<file path="config.mk">
export PLATFORM = sky130hd
export DESIGN_NAME = stretch_blit_engine
export DESIGN_NICKNAME = d
export VERILOG_FILES = /design/src/rtl/core/sbe_pkg.sv /design/src/rtl/core/sbe_div.sv /design/src/rtl/core/sbe_datapath.sv /design/src/rtl/core/sbe_ctrl.sv /design/src/rtl/core/stretch_blit_engine.sv
export SDC_FILE = /design/constraint.sdc
export NUM_CORES = 2
export LEC_CHECK = 0
export ABC_AREA = 1
export BUFFER_PORTS_ARGS = -buffer_cell sky130_fd_sc_hd__buf_2
export CORE_MARGIN = 10
export CORE_UTILIZATION = 40
export DETAILED_ROUTE_END_ITERATION = 8
export GPL_TIMING_DRIVEN = 0
export MAX_ROUTING_LAYER = met4
export PLACE_DENSITY_LB_ADDON = 0.15
export SLEW_MARGIN = 25
export SYNTH_ARGS = -nofsm -noshare
export SYNTH_HDL_FRONTEND = slang
export SYNTH_SLANG_ARGS = --single-unit
export TNS_END_PERCENT = 20
</file>
<file path="constraint.sdc">
create_clock -name clock -period 10.5 [get_ports clock]
set_input_delay 1.05 -clock clock [delete_from_list [all_inputs] [get_ports clock]]
set_output_delay 1.05 -clock clock [all_outputs]
set_load 0.05 [all_outputs]
</file>
<file path="src/rtl/core/sbe_pkg.sv">
// ----------------------------------------------------------------------------
// sbe_pkg
// Shared types, codes and widths for the stretch blit engine.
// ----------------------------------------------------------------------------
package sbe_pkg;

   localparam int COORD_W = 16;
   localparam int ADDR_W  = 32;
   localparam int FRAC_W  = 16;
   localparam int STEP_W  = COORD_W + FRAC_W;
   localparam int PITCH_W = 20;
   localparam int BPP_W   = 3;
   localparam int PIX_W   = 32;
   localparam int CSR_IDX_W = 3;

   // Command codes of the request channel
   localparam logic [1:0] CMD_START    = 2'd0;
   localparam logic [1:0] CMD_PIXEL    = 2'd1;
   localparam logic [1:0] CMD_FILL_ADV = 2'd2;

   // Blit modes
   localparam logic [1:0] MODE_FILL  = 2'd0;
   localparam logic [1:0] MODE_COPY  = 2'd1;
   localparam logic [1:0] MODE_KEYED = 2'd2;
   localparam logic [1:0] MODE_ALIAS = 2'd3;

   // Register indexes
   localparam logic [CSR_IDX_W-1:0] CSR_SRC_BASE  = 3'd0;
   localparam logic [CSR_IDX_W-1:0] CSR_DST_BASE  = 3'd1;
   localparam logic [CSR_IDX_W-1:0] CSR_SRC_PITCH = 3'd2;
   localparam logic [CSR_IDX_W-1:0] CSR_DST_PITCH = 3'd3;
   localparam logic [CSR_IDX_W-1:0] CSR_BPP       = 3'd4;
   localparam logic [CSR_IDX_W-1:0] CSR_KEY_LOW   = 3'd5;
   localparam logic [CSR_IDX_W-1:0] CSR_KEY_HIGH  = 3'd6;

   localparam logic [BPP_W-1:0] BPP_RESET = 3'd4;

   typedef enum logic [1:0] {
      KIND_READ  = 2'd0,
      KIND_WRITE = 2'd1,
      KIND_DONE  = 2'd2,
      KIND_UNSUP = 2'd3
   } kind_type;

   typedef enum logic [3:0] {
      ST_IDLE,
      ST_START,
      ST_DIV,
      ST_MUL,
      ST_ROW,
      ST_PIX,
      ST_PUT_WR,
      ST_ADV,
      ST_PUT_READ,
      ST_PUT_DONE,
      ST_PUT_UNSUP
   } state_type;

   // Controller to datapath
   typedef struct packed {
      logic     accept;
      logic     div_start;
      logic     step_load;
      logic     mul_load;
      logic     row_load;
      logic     adv;
      logic     out_load;
      kind_type out_kind;
      logic     out_last;
   } ctrl_cmd_type;

   // Datapath to controller
   typedef struct packed {
      logic       unsup;
      logic       zero;
      logic       div_done;
      logic       keep;
      logic       finish;
      logic       row_wrap;
      logic [1:0] mode;
      logic       out_free;
   } dp_sts_type;

   // Mask of the pixel width; sizes other than 1 to 3 bytes keep all bits
   function automatic logic [PIX_W-1:0] pix_mask(input logic [BPP_W-1:0] bpp);
      logic [PIX_W-1:0] m;
      case (bpp)
         3'd1: m = 32'h0000_00ff;
         3'd2: m = 32'h0000_ffff;
         3'd3: m = 32'h00ff_ffff;
         default: m = 32'hffff_ffff;
      endcase
      return m;
   endfunction

endpackage

</file>
<file path="src/rtl/core/sbe_div.sv">
// ----------------------------------------------------------------------------
// sbe_div
// Restoring divider for the 16.16 step: one quotient bit per cycle.
// ----------------------------------------------------------------------------
module sbe_div (
   input  logic                           clock,
   input  logic                           reset,
   input  logic                           start,
   input  logic [sbe_pkg::STEP_W-1:0]     dividend,
   input  logic [sbe_pkg::COORD_W-1:0]    divisor,
   output logic                           done,
   output logic [sbe_pkg::STEP_W-1:0]     quotient
);
   import sbe_pkg::*;

   localparam int CNT_W = $clog2(STEP_W);

   logic [STEP_W-1:0]  quo_ff, quo_in;
   logic [COORD_W-1:0] rem_ff, rem_in;
   logic [COORD_W-1:0] dsr_ff, dsr_in;
   logic [CNT_W-1:0]   cnt_ff, cnt_in;
   logic               run_ff, run_in;
   logic               done_ff, done_in;
   logic [COORD_W:0]   trial;
   logic [COORD_W:0]   diff;

   // One restoring step
   always_comb begin
      trial = {rem_ff, quo_ff[STEP_W-1]};
      diff  = trial - {1'b0, dsr_ff};
   end

   always_comb begin
      quo_in  = quo_ff;
      rem_in  = rem_ff;
      dsr_in  = dsr_ff;
      cnt_in  = cnt_ff;
      run_in  = run_ff;
      done_in = 1'b0;
      if (start) begin
         quo_in = dividend;
         rem_in = '0;
         dsr_in = divisor;
         cnt_in = '0;
         run_in = 1'b1;
      end else if (run_ff) begin
         if (!diff[COORD_W]) begin
            rem_in = diff[COORD_W-1:0];
            quo_in = {quo_ff[STEP_W-2:0], 1'b1};
         end else begin
            rem_in = trial[COORD_W-1:0];
            quo_in = {quo_ff[STEP_W-2:0], 1'b0};
         end
         cnt_in = cnt_ff + 1'b1;
         if (cnt_ff == CNT_W'(STEP_W - 1)) begin
            run_in  = 1'b0;
            done_in = 1'b1;
         end
      end
   end

   always_ff @(posedge clock) begin
      if (reset) begin
         run_ff  <= 1'b0;
         done_ff <= 1'b0;
         cnt_ff  <= '0;
      end else begin
         run_ff  <= run_in;
         done_ff <= done_in;
         cnt_ff  <= cnt_in;
      end
      quo_ff <= quo_in;
      rem_ff <= rem_in;
      dsr_ff <= dsr_in;
   end

   assign done     = done_ff;
   assign quotient = quo_ff;

endmodule

</file>
<file path="src/rtl/core/sbe_datapath.sv">
// ----------------------------------------------------------------------------
// sbe_datapath
// Registers, walk counters, step dividers, address math and the result beat.
// ----------------------------------------------------------------------------
module sbe_datapath (
   input  logic                             clock,
   input  logic                             reset,
   input  sbe_pkg::ctrl_cmd_type            cmd,
   output sbe_pkg::dp_sts_type              sts,
   input  logic [1:0]                       req_cmd,
   input  logic [1:0]                       req_blit_mode,
   input  logic [sbe_pkg::COORD_W-1:0]      req_src_left,
   input  logic [sbe_pkg::COORD_W-1:0]      req_src_top,
   input  logic [sbe_pkg::COORD_W-1:0]      req_src_width,
   input  logic [sbe_pkg::COORD_W-1:0]      req_src_height,
   input  logic [sbe_pkg::COORD_W-1:0]      req_dst_left,
   input  logic [sbe_pkg::COORD_W-1:0]      req_dst_top,
   input  logic [sbe_pkg::COORD_W-1:0]      req_dst_width,
   input  logic [sbe_pkg::COORD_W-1:0]      req_dst_height,
   input  logic [sbe_pkg::PIX_W-1:0]        req_pixel_value,
   input  logic                             csr_write_en,
   input  logic [sbe_pkg::CSR_IDX_W-1:0]    csr_index,
   input  logic [31:0]                      csr_wdata,
   output logic                             rsp_valid,
   input  logic                             rsp_stall,
   output logic [1:0]                       rsp_kind,
   output logic [sbe_pkg::ADDR_W-1:0]       rsp_address,
   output logic [sbe_pkg::PIX_W-1:0]        rsp_write_data,
   output logic                             rsp_last
);
   import sbe_pkg::*;

   localparam int PROD_W = COORD_W + 1 + PITCH_W;

   // Configuration registers
   logic [ADDR_W-1:0]  src_base_ff, dst_base_ff;
   logic [PITCH_W-1:0] src_pitch_ff, dst_pitch_ff;
   logic [BPP_W-1:0]   bpp_ff;
   logic [PIX_W-1:0]   key_low_ff, key_high_ff;

   // Blit state
   logic [1:0]         mode_ff;
   logic [COORD_W-1:0] s_left_ff, s_top_ff, d_left_ff, d_top_ff;
   logic [COORD_W-1:0] s_w_ff, s_h_ff, d_w_ff, d_h_ff;
   logic [PIX_W-1:0]   fill_ff, pix_ff;
   logic [COORD_W-1:0] col_ff, col_in, row_ff, row_in;
   logic [STEP_W-1:0]  x_step_ff, y_step_ff;
   logic [STEP_W-1:0]  x_acc_ff, x_acc_in, y_acc_ff, y_acc_in;
   logic [ADDR_W-1:0]  src_prod_ff, dst_prod_ff;
   logic [ADDR_W-1:0]  src_row_ff, dst_row_ff;

   // Result beat
   logic               out_valid_ff;
   kind_type           out_kind_ff;
   logic [ADDR_W-1:0]  out_addr_ff;
   logic [PIX_W-1:0]   out_data_ff;
   logic               out_last_ff;

   logic               x_done, y_done;
   logic [STEP_W-1:0]  x_quo, y_quo;
   logic [COORD_W:0]   col_nx, row_nx, srow, drow;
   logic [PROD_W-1:0]  src_prod, dst_prod;
   logic [PIX_W-1:0]   mask, pix_v, wr_data;
   logic [ADDR_W-1:0]  src_addr, dst_addr;
   logic               wrap;

   // Take configuration writes
   always_ff @(posedge clock) begin
      if (reset) begin
         src_base_ff  <= '0;
         dst_base_ff  <= '0;
         src_pitch_ff <= '0;
         dst_pitch_ff <= '0;
         bpp_ff       <= BPP_RESET;
         key_low_ff   <= '0;
         key_high_ff  <= '0;
      end else if (csr_write_en) begin
         case (csr_index)
            CSR_SRC_BASE:  src_base_ff  <= csr_wdata;
            CSR_DST_BASE:  dst_base_ff  <= csr_wdata;
            CSR_SRC_PITCH: src_pitch_ff <= csr_wdata[PITCH_W-1:0];
            CSR_DST_PITCH: dst_pitch_ff <= csr_wdata[PITCH_W-1:0];
            CSR_BPP:       bpp_ff       <= csr_wdata[BPP_W-1:0];
            CSR_KEY_LOW:   key_low_ff   <= csr_wdata;
            CSR_KEY_HIGH:  key_high_ff  <= csr_wdata;
            default: ;
         endcase
      end
   end

   // Step dividers, both run the same length
   sbe_div u_div_x (
      .clock    (clock),
      .reset    (reset),
      .start    (cmd.div_start),
      .dividend ({s_w_ff, {FRAC_W{1'b0}}}),
      .divisor  (d_w_ff),
      .done     (x_done),
      .quotient (x_quo)
   );

   sbe_div u_div_y (
      .clock    (clock),
      .reset    (reset),
      .start    (cmd.div_start),
      .dividend ({s_h_ff, {FRAC_W{1'b0}}}),
      .divisor  (d_h_ff),
      .done     (y_done),
      .quotient (y_quo)
   );

   // Walk arithmetic
   always_comb begin
      col_nx   = {1'b0, col_ff} + 1'b1;
      row_nx   = {1'b0, row_ff} + 1'b1;
      wrap     = col_nx >= {1'b0, d_w_ff};
      srow     = {1'b0, s_top_ff} + {1'b0, y_acc_ff[STEP_W-1:FRAC_W]};
      drow     = {1'b0, d_top_ff} + {1'b0, row_ff};
      src_prod = PROD_W'(srow) * PROD_W'(src_pitch_ff);
      dst_prod = PROD_W'(drow) * PROD_W'(dst_pitch_ff);
      mask     = pix_mask(bpp_ff);
      pix_v    = pix_ff & mask;
      wr_data  = (mode_ff == MODE_FILL) ? (fill_ff & mask) : pix_v;
      src_addr = src_row_ff
               + ADDR_W'(x_acc_ff[STEP_W-1:FRAC_W] * {{(COORD_W-BPP_W){1'b0}}, bpp_ff});
      dst_addr = dst_row_ff + ADDR_W'(col_ff * {{(COORD_W-BPP_W){1'b0}}, bpp_ff});
   end

   // Next walk position
   always_comb begin
      col_in   = col_ff;
      row_in   = row_ff;
      x_acc_in = x_acc_ff;
      y_acc_in = y_acc_ff;
      if (cmd.accept && req_cmd == CMD_START) begin
         col_in   = '0;
         row_in   = '0;
         x_acc_in = '0;
         y_acc_in = '0;
      end else if (cmd.adv) begin
         if (wrap) begin
            col_in   = '0;
            x_acc_in = '0;
            row_in   = row_nx[COORD_W-1:0];
            y_acc_in = y_acc_ff + y_step_ff;
         end else begin
            col_in   = col_nx[COORD_W-1:0];
            x_acc_in = x_acc_ff + x_step_ff;
         end
      end
   end

   always_ff @(posedge clock) begin
      if (reset) begin
         mode_ff  <= MODE_FILL;
         col_ff   <= '0;
         row_ff   <= '0;
         x_acc_ff <= '0;
         y_acc_ff <= '0;
      end else begin
         col_ff   <= col_in;
         row_ff   <= row_in;
         x_acc_ff <= x_acc_in;
         y_acc_ff <= y_acc_in;
         if (cmd.accept && req_cmd == CMD_START) begin
            mode_ff <= (req_blit_mode == MODE_ALIAS) ? MODE_COPY : req_blit_mode;
         end
      end
   end

   // Latch the beat payload and blit geometry
   always_ff @(posedge clock) begin
      if (cmd.accept) begin
         pix_ff <= req_pixel_value;
         if (req_cmd == CMD_START) begin
            s_left_ff <= req_src_left;
            s_top_ff  <= req_src_top;
            s_w_ff    <= req_src_width;
            s_h_ff    <= req_src_height;
            d_left_ff <= req_dst_left;
            d_top_ff  <= req_dst_top;
            d_w_ff    <= req_dst_width;
            d_h_ff    <= req_dst_height;
            fill_ff   <= req_pixel_value;
         end
      end
      if (cmd.step_load) begin
         x_step_ff <= x_quo;
         y_step_ff <= y_quo;
      end
      if (cmd.mul_load) begin
         src_prod_ff <= src_prod[ADDR_W-1:0];
         dst_prod_ff <= dst_prod[ADDR_W-1:0];
      end
      if (cmd.row_load) begin
         src_row_ff <= src_base_ff + src_prod_ff
                     + ADDR_W'(s_left_ff * {{(COORD_W-BPP_W){1'b0}}, bpp_ff});
         dst_row_ff <= dst_base_ff + dst_prod_ff
                     + ADDR_W'(d_left_ff * {{(COORD_W-BPP_W){1'b0}}, bpp_ff});
      end
   end

   // Result register: hold while stalled
   always_ff @(posedge clock) begin
      if (reset) begin
         out_valid_ff <= 1'b0;
      end else if (cmd.out_load) begin
         out_valid_ff <= 1'b1;
      end else if (!rsp_stall) begin
         out_valid_ff <= 1'b0;
      end
      if (cmd.out_load) begin
         out_kind_ff <= cmd.out_kind;
         out_last_ff <= cmd.out_last;
         case (cmd.out_kind)
            KIND_READ: begin
               out_addr_ff <= src_addr;
               out_data_ff <= '0;
            end
            KIND_WRITE: begin
               out_addr_ff <= dst_addr;
               out_data_ff <= wr_data;
            end
            default: begin
               out_addr_ff <= '0;
               out_data_ff <= '0;
            end
         endcase
      end
   end

   // Status to the controller
   always_comb begin
      sts.unsup    = (bpp_ff < 3'd1) || (bpp_ff > 3'd4)
                   || (bpp_ff == 3'd3 && mode_ff != MODE_COPY);
      sts.zero     = (d_w_ff == '0) || (d_h_ff == '0);
      sts.div_done = x_done && y_done;
      sts.keep     = (mode_ff != MODE_KEYED) || (pix_v < key_low_ff) || (pix_v > key_high_ff);
      sts.finish   = wrap && (row_nx >= {1'b0, d_h_ff});
      sts.row_wrap = wrap;
      sts.mode     = mode_ff;
      sts.out_free = !out_valid_ff || !rsp_stall;
   end

   assign rsp_valid      = out_valid_ff;
   assign rsp_kind       = out_kind_ff;
   assign rsp_address    = out_addr_ff;
   assign rsp_write_data = out_data_ff;
   assign rsp_last       = out_last_ff;

endmodule

</file>
<file path="src/rtl/core/sbe_ctrl.sv">
// ----------------------------------------------------------------------------
// sbe_ctrl
// Sequencer: takes request beats, runs start, row setup and pixel steps.
// ----------------------------------------------------------------------------
module sbe_ctrl (
   input  logic                   clock,
   input  logic                   reset,
   input  logic                   req_valid,
   output logic                   req_stall,
   input  logic [1:0]             req_cmd,
   output sbe_pkg::ctrl_cmd_type  cmd,
   input  sbe_pkg::dp_sts_type    sts
);
   import sbe_pkg::*;

   state_type state_ff, state_in;
   logic      busy_ff, busy_in;
   logic      accept;

   assign accept = req_valid && !req_stall;

   // Next state
   always_comb begin
      state_in = state_ff;
      busy_in  = busy_ff;
      case (state_ff)
         ST_IDLE: begin
            if (accept) begin
               case (req_cmd)
                  CMD_START: begin
                     state_in = ST_START;
                     busy_in  = 1'b0;
                  end
                  CMD_PIXEL: if (busy_ff && sts.mode != MODE_FILL) state_in = ST_PIX;
                  CMD_FILL_ADV: if (busy_ff && sts.mode == MODE_FILL) state_in = ST_PIX;
                  default: ;
               endcase
            end
         end
         ST_START: begin
            if (sts.unsup) state_in = ST_PUT_UNSUP;
            else if (sts.zero) state_in = ST_PUT_DONE;
            else state_in = ST_DIV;
         end
         ST_DIV: if (sts.div_done) state_in = ST_MUL;
         ST_MUL: state_in = ST_ROW;
         ST_ROW: begin
            busy_in  = 1'b1;
            state_in = (sts.mode == MODE_FILL) ? ST_IDLE : ST_PUT_READ;
         end
         ST_PIX: state_in = sts.keep ? ST_PUT_WR : ST_ADV;
         ST_PUT_WR: if (sts.out_free) state_in = ST_ADV;
         ST_ADV: begin
            if (sts.finish) begin
               state_in = ST_PUT_DONE;
               busy_in  = 1'b0;
            end else if (sts.row_wrap) begin
               state_in = ST_MUL;
            end else if (sts.mode == MODE_FILL) begin
               state_in = ST_IDLE;
            end else begin
               state_in = ST_PUT_READ;
            end
         end
         ST_PUT_READ, ST_PUT_DONE, ST_PUT_UNSUP: if (sts.out_free) state_in = ST_IDLE;
         default: state_in = ST_IDLE;
      endcase
   end

   // Outputs
   always_comb begin
      req_stall     = (state_ff != ST_IDLE);
      cmd           = '0;
      cmd.out_kind  = KIND_READ;
      cmd.accept    = accept;
      case (state_ff)
         ST_START: cmd.div_start = !sts.unsup && !sts.zero;
         ST_DIV:   cmd.step_load = sts.div_done;
         ST_MUL:   cmd.mul_load  = 1'b1;
         ST_ROW:   cmd.row_load  = 1'b1;
         ST_ADV:   cmd.adv       = 1'b1;
         ST_PUT_WR: begin
            cmd.out_load = sts.out_free;
            cmd.out_kind = KIND_WRITE;
            cmd.out_last = (sts.mode == MODE_FILL) && !sts.finish;
         end
         ST_PUT_READ: begin
            cmd.out_load = sts.out_free;
            cmd.out_kind = KIND_READ;
            cmd.out_last = 1'b1;
         end
         ST_PUT_DONE: begin
            cmd.out_load = sts.out_free;
            cmd.out_kind = KIND_DONE;
            cmd.out_last = 1'b1;
         end
         ST_PUT_UNSUP: begin
            cmd.out_load = sts.out_free;
            cmd.out_kind = KIND_UNSUP;
            cmd.out_last = 1'b1;
         end
         default: ;
      endcase
   end

   always_ff @(posedge clock) begin
      if (reset) begin
         state_ff <= ST_IDLE;
         busy_ff  <= 1'b0;
      end else begin
         state_ff <= state_in;
         busy_ff  <= busy_in;
      end
   end

   // Never overwrite a result that is still stalled
   a_no_overwrite: assert property (@(posedge clock) disable iff (reset)
      cmd.out_load |-> sts.out_free)
      else $error("result beat overwritten while stalled");

   // A start beat always goes through the start check
   a_start_seq: assert property (@(posedge clock) disable iff (reset)
      (accept && req_cmd == CMD_START) |=> (state_ff == ST_START && !busy_ff))
      else $error("start beat not sequenced");

   // The final pixel ends the blit with done
   a_finish_done: assert property (@(posedge clock) disable iff (reset)
      (state_ff == ST_ADV && sts.finish) |=> (state_ff == ST_PUT_DONE && !busy_ff))
      else $error("blit end not reported");

   // Pixel beats are only worked on during a blit
   a_pix_busy: assert property (@(posedge clock) disable iff (reset)
      (state_ff == ST_PIX) |-> busy_ff)
      else $error("pixel step outside a blit");

endmodule

</file>
<file path="src/rtl/core/stretch_blit_engine.sv">
// ----------------------------------------------------------------------------
// stretch_blit_engine
// Nearest-neighbor stretch blit with fill, copy and source color key.
// ----------------------------------------------------------------------------
// The engine handles one request beat at a time and stalls the request
// channel while it works. A pixel return or fill advance runs decode, the
// write beat (skipped for a keyed-out pixel), the walk step and, outside
// fill mode, the next read beat; a new row first goes through a registered
// pitch multiply and then a base add for its addresses. A start beat waits
// on the two radix-2 step dividers that produce one quotient bit per cycle
// for the 32-bit 16.16 step; an unsupported or empty start skips them. The
// result register lets the next request beat enter while a result waits.
// ----------------------------------------------------------------------------
module stretch_blit_engine (
   input  logic                             clock,
   input  logic                             reset,
   input  logic                             req_valid,
   output logic                             req_stall,
   input  logic [1:0]                       req_cmd,
   input  logic [1:0]                       req_blit_mode,
   input  logic [sbe_pkg::COORD_W-1:0]      req_src_left,
   input  logic [sbe_pkg::COORD_W-1:0]      req_src_top,
   input  logic [sbe_pkg::COORD_W-1:0]      req_src_width,
   input  logic [sbe_pkg::COORD_W-1:0]      req_src_height,
   input  logic [sbe_pkg::COORD_W-1:0]      req_dst_left,
   input  logic [sbe_pkg::COORD_W-1:0]      req_dst_top,
   input  logic [sbe_pkg::COORD_W-1:0]      req_dst_width,
   input  logic [sbe_pkg::COORD_W-1:0]      req_dst_height,
   input  logic [sbe_pkg::PIX_W-1:0]        req_pixel_value,
   output logic                             rsp_valid,
   input  logic                             rsp_stall,
   output logic [1:0]                       rsp_kind,
   output logic [sbe_pkg::ADDR_W-1:0]       rsp_address,
   output logic [sbe_pkg::PIX_W-1:0]        rsp_write_data,
   output logic                             rsp_last,
   input  logic                             csr_write_en,
   input  logic [sbe_pkg::CSR_IDX_W-1:0]    csr_index,
   input  logic [31:0]                      csr_wdata
);
   import sbe_pkg::*;

   ctrl_cmd_type cmd;
   dp_sts_type   sts;

   // Sequencer
   sbe_ctrl u_ctrl (
      .clock     (clock),
      .reset     (reset),
      .req_valid (req_valid),
      .req_stall (req_stall),
      .req_cmd   (req_cmd),
      .cmd       (cmd),
      .sts       (sts)
   );

   // Datapath
   sbe_datapath u_dp (
      .clock           (clock),
      .reset           (reset),
      .cmd             (cmd),
      .sts             (sts),
      .req_cmd         (req_cmd),
      .req_blit_mode   (req_blit_mode),
      .req_src_left    (req_src_left),
      .req_src_top     (req_src_top),
      .req_src_width   (req_src_width),
      .req_src_height  (req_src_height),
      .req_dst_left    (req_dst_left),
      .req_dst_top     (req_dst_top),
      .req_dst_width   (req_dst_width),
      .req_dst_height  (req_dst_height),
      .req_pixel_value (req_pixel_value),
      .csr_write_en    (csr_write_en),
      .csr_index       (csr_index),
      .csr_wdata       (csr_wdata),
      .rsp_valid       (rsp_valid),
      .rsp_stall       (rsp_stall),
      .rsp_kind        (rsp_kind),
      .rsp_address     (rsp_address),
      .rsp_write_data  (rsp_write_data),
      .rsp_last        (rsp_last)
   );

endmodule
</file>
; ---- Word-level counts from Yosys, hierarchy flattened
; Index checks and enable logic that the tools add are counted.
[classes]
addsub = 16
magnitude_cmp = 6
n_mul = 6
mux = 48
reduce_logical = 49
bitwise = 4
eq_ne = 37
[op_table]
columns = cell, count
row1 = $mux 32, 6
row2 = $add 32x19->32, 4
row3 = $add 32x32->32, 4
row4 = $pmux 32 s3, 1
row5 = $mul 16x3->19, 4
row6 = $and 32x32->32, 2
row7 = $mul 17x20->32, 2
row8 = $pmux 32 s2, 1
row9 = $mux 16, 3
row10 = $mux 4, 11
row11 = $pmux 4 s9, 1
row12 = $add 16x1->17 const B, 2
row13 = $add 16x16->17, 2
row14 = $ge 17x16->1, 2
row15 = $sub 17x16->17, 2
row16 = $gt 32x32->1, 1
row17 = $logic_not 16->1, 2
row18 = $lt 32x32->1, 1
row19 = $mux 1, 21
row20 = $reduce_and 2->1, 9
row21 = $eq 4x3->1 const B, 4
row22 = $pmux 4 s4, 1
row23 = $ne 2x1->1 const B, 7
row24 = $eq 3x2->1 const B, 4
row25 = other kinds (31), 69
[totals]
word_cells = 215
register_bits = 868

; ---- Logic depth before layout (Yosys ltp)
[logic_depth]
depth_word = 8
mapped_depth = 38
depth_no_buf = 37

; ---- By module
; Synthesis repeated with hierarchy kept, for this count alone.
[unflattened]
hier_cells = 8644
area_unflattened_um2 = 71836.4
[by_module_without_submodules]
columns = mod, area_each_um2, seq_area_each_um2, cells_per_inst, n_inst
row1 = sbe_datapath, 63216.9, 18948.2, 7454, 1
row2 = sbe_div (u_dp.u_div_y), 4020.1, 1901.8, 538, 1
row3 = sbe_div (u_dp.u_div_x), 3986.3, 1901.8, 538, 1
row4 = sbe_ctrl, 613.1, 100.1, 114, 1

; ---- Worst setup path before layout
; OpenSTA, ideal clock, no wires.
[synth_timing]
kind = input port to flip-flop
from = in req_valid
to = reg u_dp.row_ff[0]
arrival_time_ns = 6.738
path_buffers = 1
path_stages = 8
path_slack_ns = 3.616
cell_sequence = inv_1 > nor2_1 > nand2_1 > inv_1 > nor2_1 > clkinv_1 > clkbuf_1 > a21oi_1
[synth_lines]
columns = item, line
row1 = from (decl), stretch_blit_engine.sv:17  ; input logic req_valid,
row2 = to (signal assigned), sbe_datapath.sv:162  ; row_ff <= row_in;
row3 = to (decl), sbe_datapath.sv:46  ; logic [COORD_W-1:0] col_ff, col_in, row_ff, row_in;

; ---- Worst setup path in the final report
[layout_timing]
from = reg u_dp.y_acc_ff[16]
to = reg u_dp.src_prod_ff[29] (data pin)
[layout_via]
elab_chain_len = 2
[layout_lines]
columns = item, line
row1 = from (decl), sbe_datapath.sv:48  ; logic [STEP_W-1:0] x_acc_ff, x_acc_in, y_acc_ff, y_acc_in;
row2 = from (signal assigned), sbe_datapath.sv:164  ; y_acc_ff <= y_acc_in;
row3 = $add 16x16->17, sbe_datapath.sv:117  ; srow = {1'b0, s_top_ff} + {1'b0, y_acc_ff[STEP_W-1:FRAC_W]};
row4 = $mul 17x20->32, sbe_datapath.sv:119  ; src_prod = PROD_W'(srow) * PROD_W'(src_pitch_ff);
row5 = net u_dp.src_prod[29], sbe_datapath.sv:62  ; logic [PROD_W-1:0] src_prod, dst_prod;
row6 = to (signal assigned), sbe_datapath.sv:192  ; src_prod_ff <= src_prod[ADDR_W-1:0];
row7 = to (decl), sbe_datapath.sv:49  ; logic [ADDR_W-1:0] src_prod_ff, dst_prod_ff;
; The timed path passes the listed nets, and every way through them passes these cells.
; A chain may end at the register's enable or synchronous reset.

==> results.md <==
* Run status: completed
* Top achievable clock speed at 116 MHz
* Count of port buffers added during placement at 271
* Total CTS buffers at 103
* Gate Count Post-Synth at 8304
* Sequential share of the synthesized area at 0.319
* Floorplan Core Area at 176000 um2
* Global-route usage over all layers at 0.242
* Die H at 440 um
* Total number of nets in the final design at 10100
* First-pass GRT wire length at 347000 um
* Top-level port count at 273
* Total wirelength of the detailed-routed design at 230000 um
* Fraction of final layout cells with drive strength greater than 1 at 0.0671
* Clock tree from TritonCTS: done
* Number of enable-type register cells in the synthesized netlist at 515
* CP peak stage delay at 580 ps
* Power density of the placed cells at 145 nW/um2
* Register-to-register setup slack at 1900 ps
* Total met3 wirelength after detailed routing at 14500 um
* Slowest stage cell, crit path: dfxtp_1
* Period utilization at 0.819
* Max Cap Violations at 0
* Main flop type after synthesis: edfxtp_1
* Class of the tightest hold or removal check: reg2reg
* Standard cell area after detailed placement at 75200 um2
* Standby leakage power at 0.0369 uW
* Antenna violations before repair at 17
* Area added between synthesis and finish at 11.9%
* Post-synthesis mux area share at 0
* Number of cells on the worst reg-to-reg path at 36
* Final Slew Violations at 0
* Shortest period the worst path allows at 8600 ps
* Routed length on met2 at 106000 um
* Iter 0 DRT Violations at 4142
* Buffer levels on the longest clock path at 3
* Total area of sequential cells at 22500 um2
* Category of the most critical setup path: reg2reg
* Number of filler cells placed in the layout at 17600
* Number of cells upsized or downsized after cts at 0
* Clock network fraction of design power at 0.340
* Total overflow reported by the global router at 0
* CTS clock-pin slew for the worst setup and hold paths at 60 ps
* Number of setup buffers added after CTS at 0
* Hold Crit Depth at 0
* Placer Congestion at 0.943
* Placed wire-length estimate after detailed placement at 187000 um
* Starting Density at 0.402
* Number of distinct library cells after synthesis at 60
* Root buffer cell: clkbuf_16
* Count of clock tree sinks at 868
* FF+latch count, synth at 868
* Async set-or-reset flop fraction in the synthesized netlist at 0
* RSZ-0062 raised after global routing: false
* Final setup slack of the worst path at 1900 ps
* Switching part of the total power at 0.351
* Worst Setup Slack post-DPL at 1930 ps
* Clock insertion delay at the later pin of the skew report at 800 ps
* Combinational fraction of design power at 0.284
* Largest fanout of any net on the critical path at 10
* Data required time of the worst path at 11100 ps
* Sequential share of power at 0.376
* Post-synthesis xor/xnor area fraction at 0.0278
* Routed Antenna Nets at 0
* Remaining DRCs at 0
* Total Die Area at 194000 um2
* Post-Syn Nets at 9734
* Synth warnings at 0
* Die extent in x at 440 um
* Internal power consumption at 7450 uW
* Average instance area after synthesis at 8.50 um2
* Met1 WL at 100000 um
* Area used by multi-input combinational logic at 41100 um2
* Setup Viol. Count Final at 0
* Post-synthesis instance area at 70600 um2
* Net Sw Power at 4030 uW
* Pin count of the biggest net entering global routing at 90
* Final count of hold timing violations at 0
* Cell repeated most along the worst path: nand2_1
* Uppermost routed layer: met4
* Site row count at 154
* Complex-gate fraction of the synthesized area at 0.0978
* Worst Max-Slew Pin Slew at 1090 ps
* Clock skew after layout at 94.5 ps
* Number of global-route vias before repair at 57200
* Main combinational cell family by area after synthesis: adder cells
* Average detailed-routed wire length per instance at 20.6 um
* Kind of start point of the critical path: flop
* DR vias at 56400
* Worst relative slew slack at 0.270
* CTS Hold Bufs at 0
* Critical Path Sink Type: flop
* Worst-case vdd ir drop at 144 uV
* Area fraction in and, or, nand and nor cells after synthesis at 0.166
* Data arrival time of the critical path at 9210 ps
* Detailed-routing iteration count for the pre-antenna-repair pass at 6
* Fraction of the mapped netlist area in adder cells at 0.291
* Final standard cell area without fillers at 79000 um2
* Vias per std cell at 5.07
* Number of levels in the clock H-tree at 3
[through the flow]
step / util / setup TNS (ps) / instances / power (uW) / hold WS, ps
floorplan: - / 0 / 8304 / 6470 / 408
global placement: 0.426 / -118780 / 10900 / 7580 / 413
detailed placement: 0.428 / 0 / 10900 / 7620 / 414
CTS: 0.449 / 0 / 11100 / 11600 / 374
global route: 0.449 / 0 / 11100 / 12100 / 397
finish: 0.449 / 0 / 11100 / 11500 / 423
[kinds of logic (layout without fill, tap and decap cells)]
| family | count (synthesis) | after routing |
|---|---|---|
| AND/OR/NAND/NOR | 2905 | 2905 |
| AO/OA/AOI/OAI | 1266 | 1266 |
| XOR/XNOR | 223 | 223 |
| adder cells (fa/ha/maj) | 1226 | 1226 |
| flip-flops | 868 | 868 |
| buffers and inverters | 1816 | 2301 |
| other | 0 | 5 |
[routing by layer]
layer | vias up | global-route usage
met5 | - | -
met2 | 1637 | 0.387
met4 | 0 | 0.0825
li1 | 27200 | -
met1 | 27200 | 0.311
met3 | 380 | 0.0400
[cell usage in the layout (no fill, tap or decap), drive strengths merged, types with 3 or more instances in the layout]
master / count
and3: 8
xor2: 147
o221ai: 6
nand4: 70
nor2: 670
o211ai: 14
a22o: 33
ha: 538
o22ai: 46
o21ai: 440
a31oi: 19
a21oi: 610
bufinv: 15
o31ai: 5
clkbuf: 302
o21a: 26
nor4: 29
nand3: 233
a21boi: 6
nand2: 1783
clkinvlp: 12
nand3b: 9
o21bai: 24
diode: 5
or2: 35
a21o: 21
clkinv: 57
dfxtp: 353
nor3: 63
and2: 3
fa: 688
a211oi: 3
buf: 340
xnor2: 76
inv: 1575
edfxtp: 515
[power by group through the flow]
| stage | clock network (uW) | registers (uW) | logic, uW |
|---|---|---|---|
| CTS | 3990 | 4320 | 3260 |
| detailed placement | 0 | 4380 | 3240 |
| global placement | 0 | 4420 | 3160 |
| floorplan | 0 | 4330 | 2140 |
| finish | 3900 | 4320 | 3260 |
| global route | 4120 | 4350 | 3670 |
[worst max-delay path, delay by kind of cell (launching register included)]
family          cells  cell delay [ps]
fa+ha+maj           9             4170
compound gates      1              230
buf+inv            10             1320
simple gates       15             1940
xor+xnor            1              220
flops               1              580
[registers in the layout (all words and copies together), names as in the netlist, 20 cells and up]
register / flops
u_dp.u_div_x.quotient: 32
u_dp.src_prod_ff: 32
u_dp.fill_ff: 32
u_dp.key_high_ff: 32
u_dp.key_low_ff: 32
u_dp.src_row_ff: 32
u_dp.x_acc_ff: 32
u_dp.y_acc_ff: 32
u_dp.rsp_write_data: 32
u_dp.src_pitch_ff: 20
u_dp.dst_row_ff: 32
u_dp.rsp_address: 32
u_dp.y_step_ff: 32
u_dp.pix_ff: 32
u_dp.x_step_ff: 32
u_dp.src_base_ff: 32
u_dp.dst_base_ff: 32
u_dp.dst_pitch_ff: 20
u_dp.u_div_y.quotient: 32
u_dp.dst_prod_ff: 32
[worst paths after layout]
check	from	to
worst min register to register	u_dp.u_div_x.quotient[11]	u_dp.x_step_ff[11]
worst max register to register	u_dp.y_acc_ff[16]	u_dp.src_prod_ff[29]
worst min-delay path	u_dp.u_div_x.quotient[11]	u_dp.x_step_ff[11]
worst max-delay path	u_dp.y_acc_ff[16]	u_dp.src_prod_ff[29]
[layout make-up]
type                       instances  share of cell area
antenna                            5            0.000158
timing repair buffer             291              0.0213
inverter                        1592              0.0758
buffer                           224              0.0123
multi-input combinational       5620               0.521
clock inverter                    67              0.0116
sequential                       868               0.285
tap                             2340              0.0371
clock buffer                     127              0.0355
[synthesized netlist by cell type (75+ instances only)]
cell      count  area share
o21ai_0     432       0.031
edfxtp_1    515        0.22
fa_1        688        0.20
xnor2_1      75      0.0093
ha_1        538       0.095
inv_1      1563       0.083
nand2_1    1776       0.094
nor2_1      665       0.035
clkbuf_1    172      0.0091
a21oi_1     600       0.043
nand3_1     232       0.016
xor2_1      147       0.018
dfxtp_1     353        0.10
No activity file was read; power rests on OpenSTA's default activity.
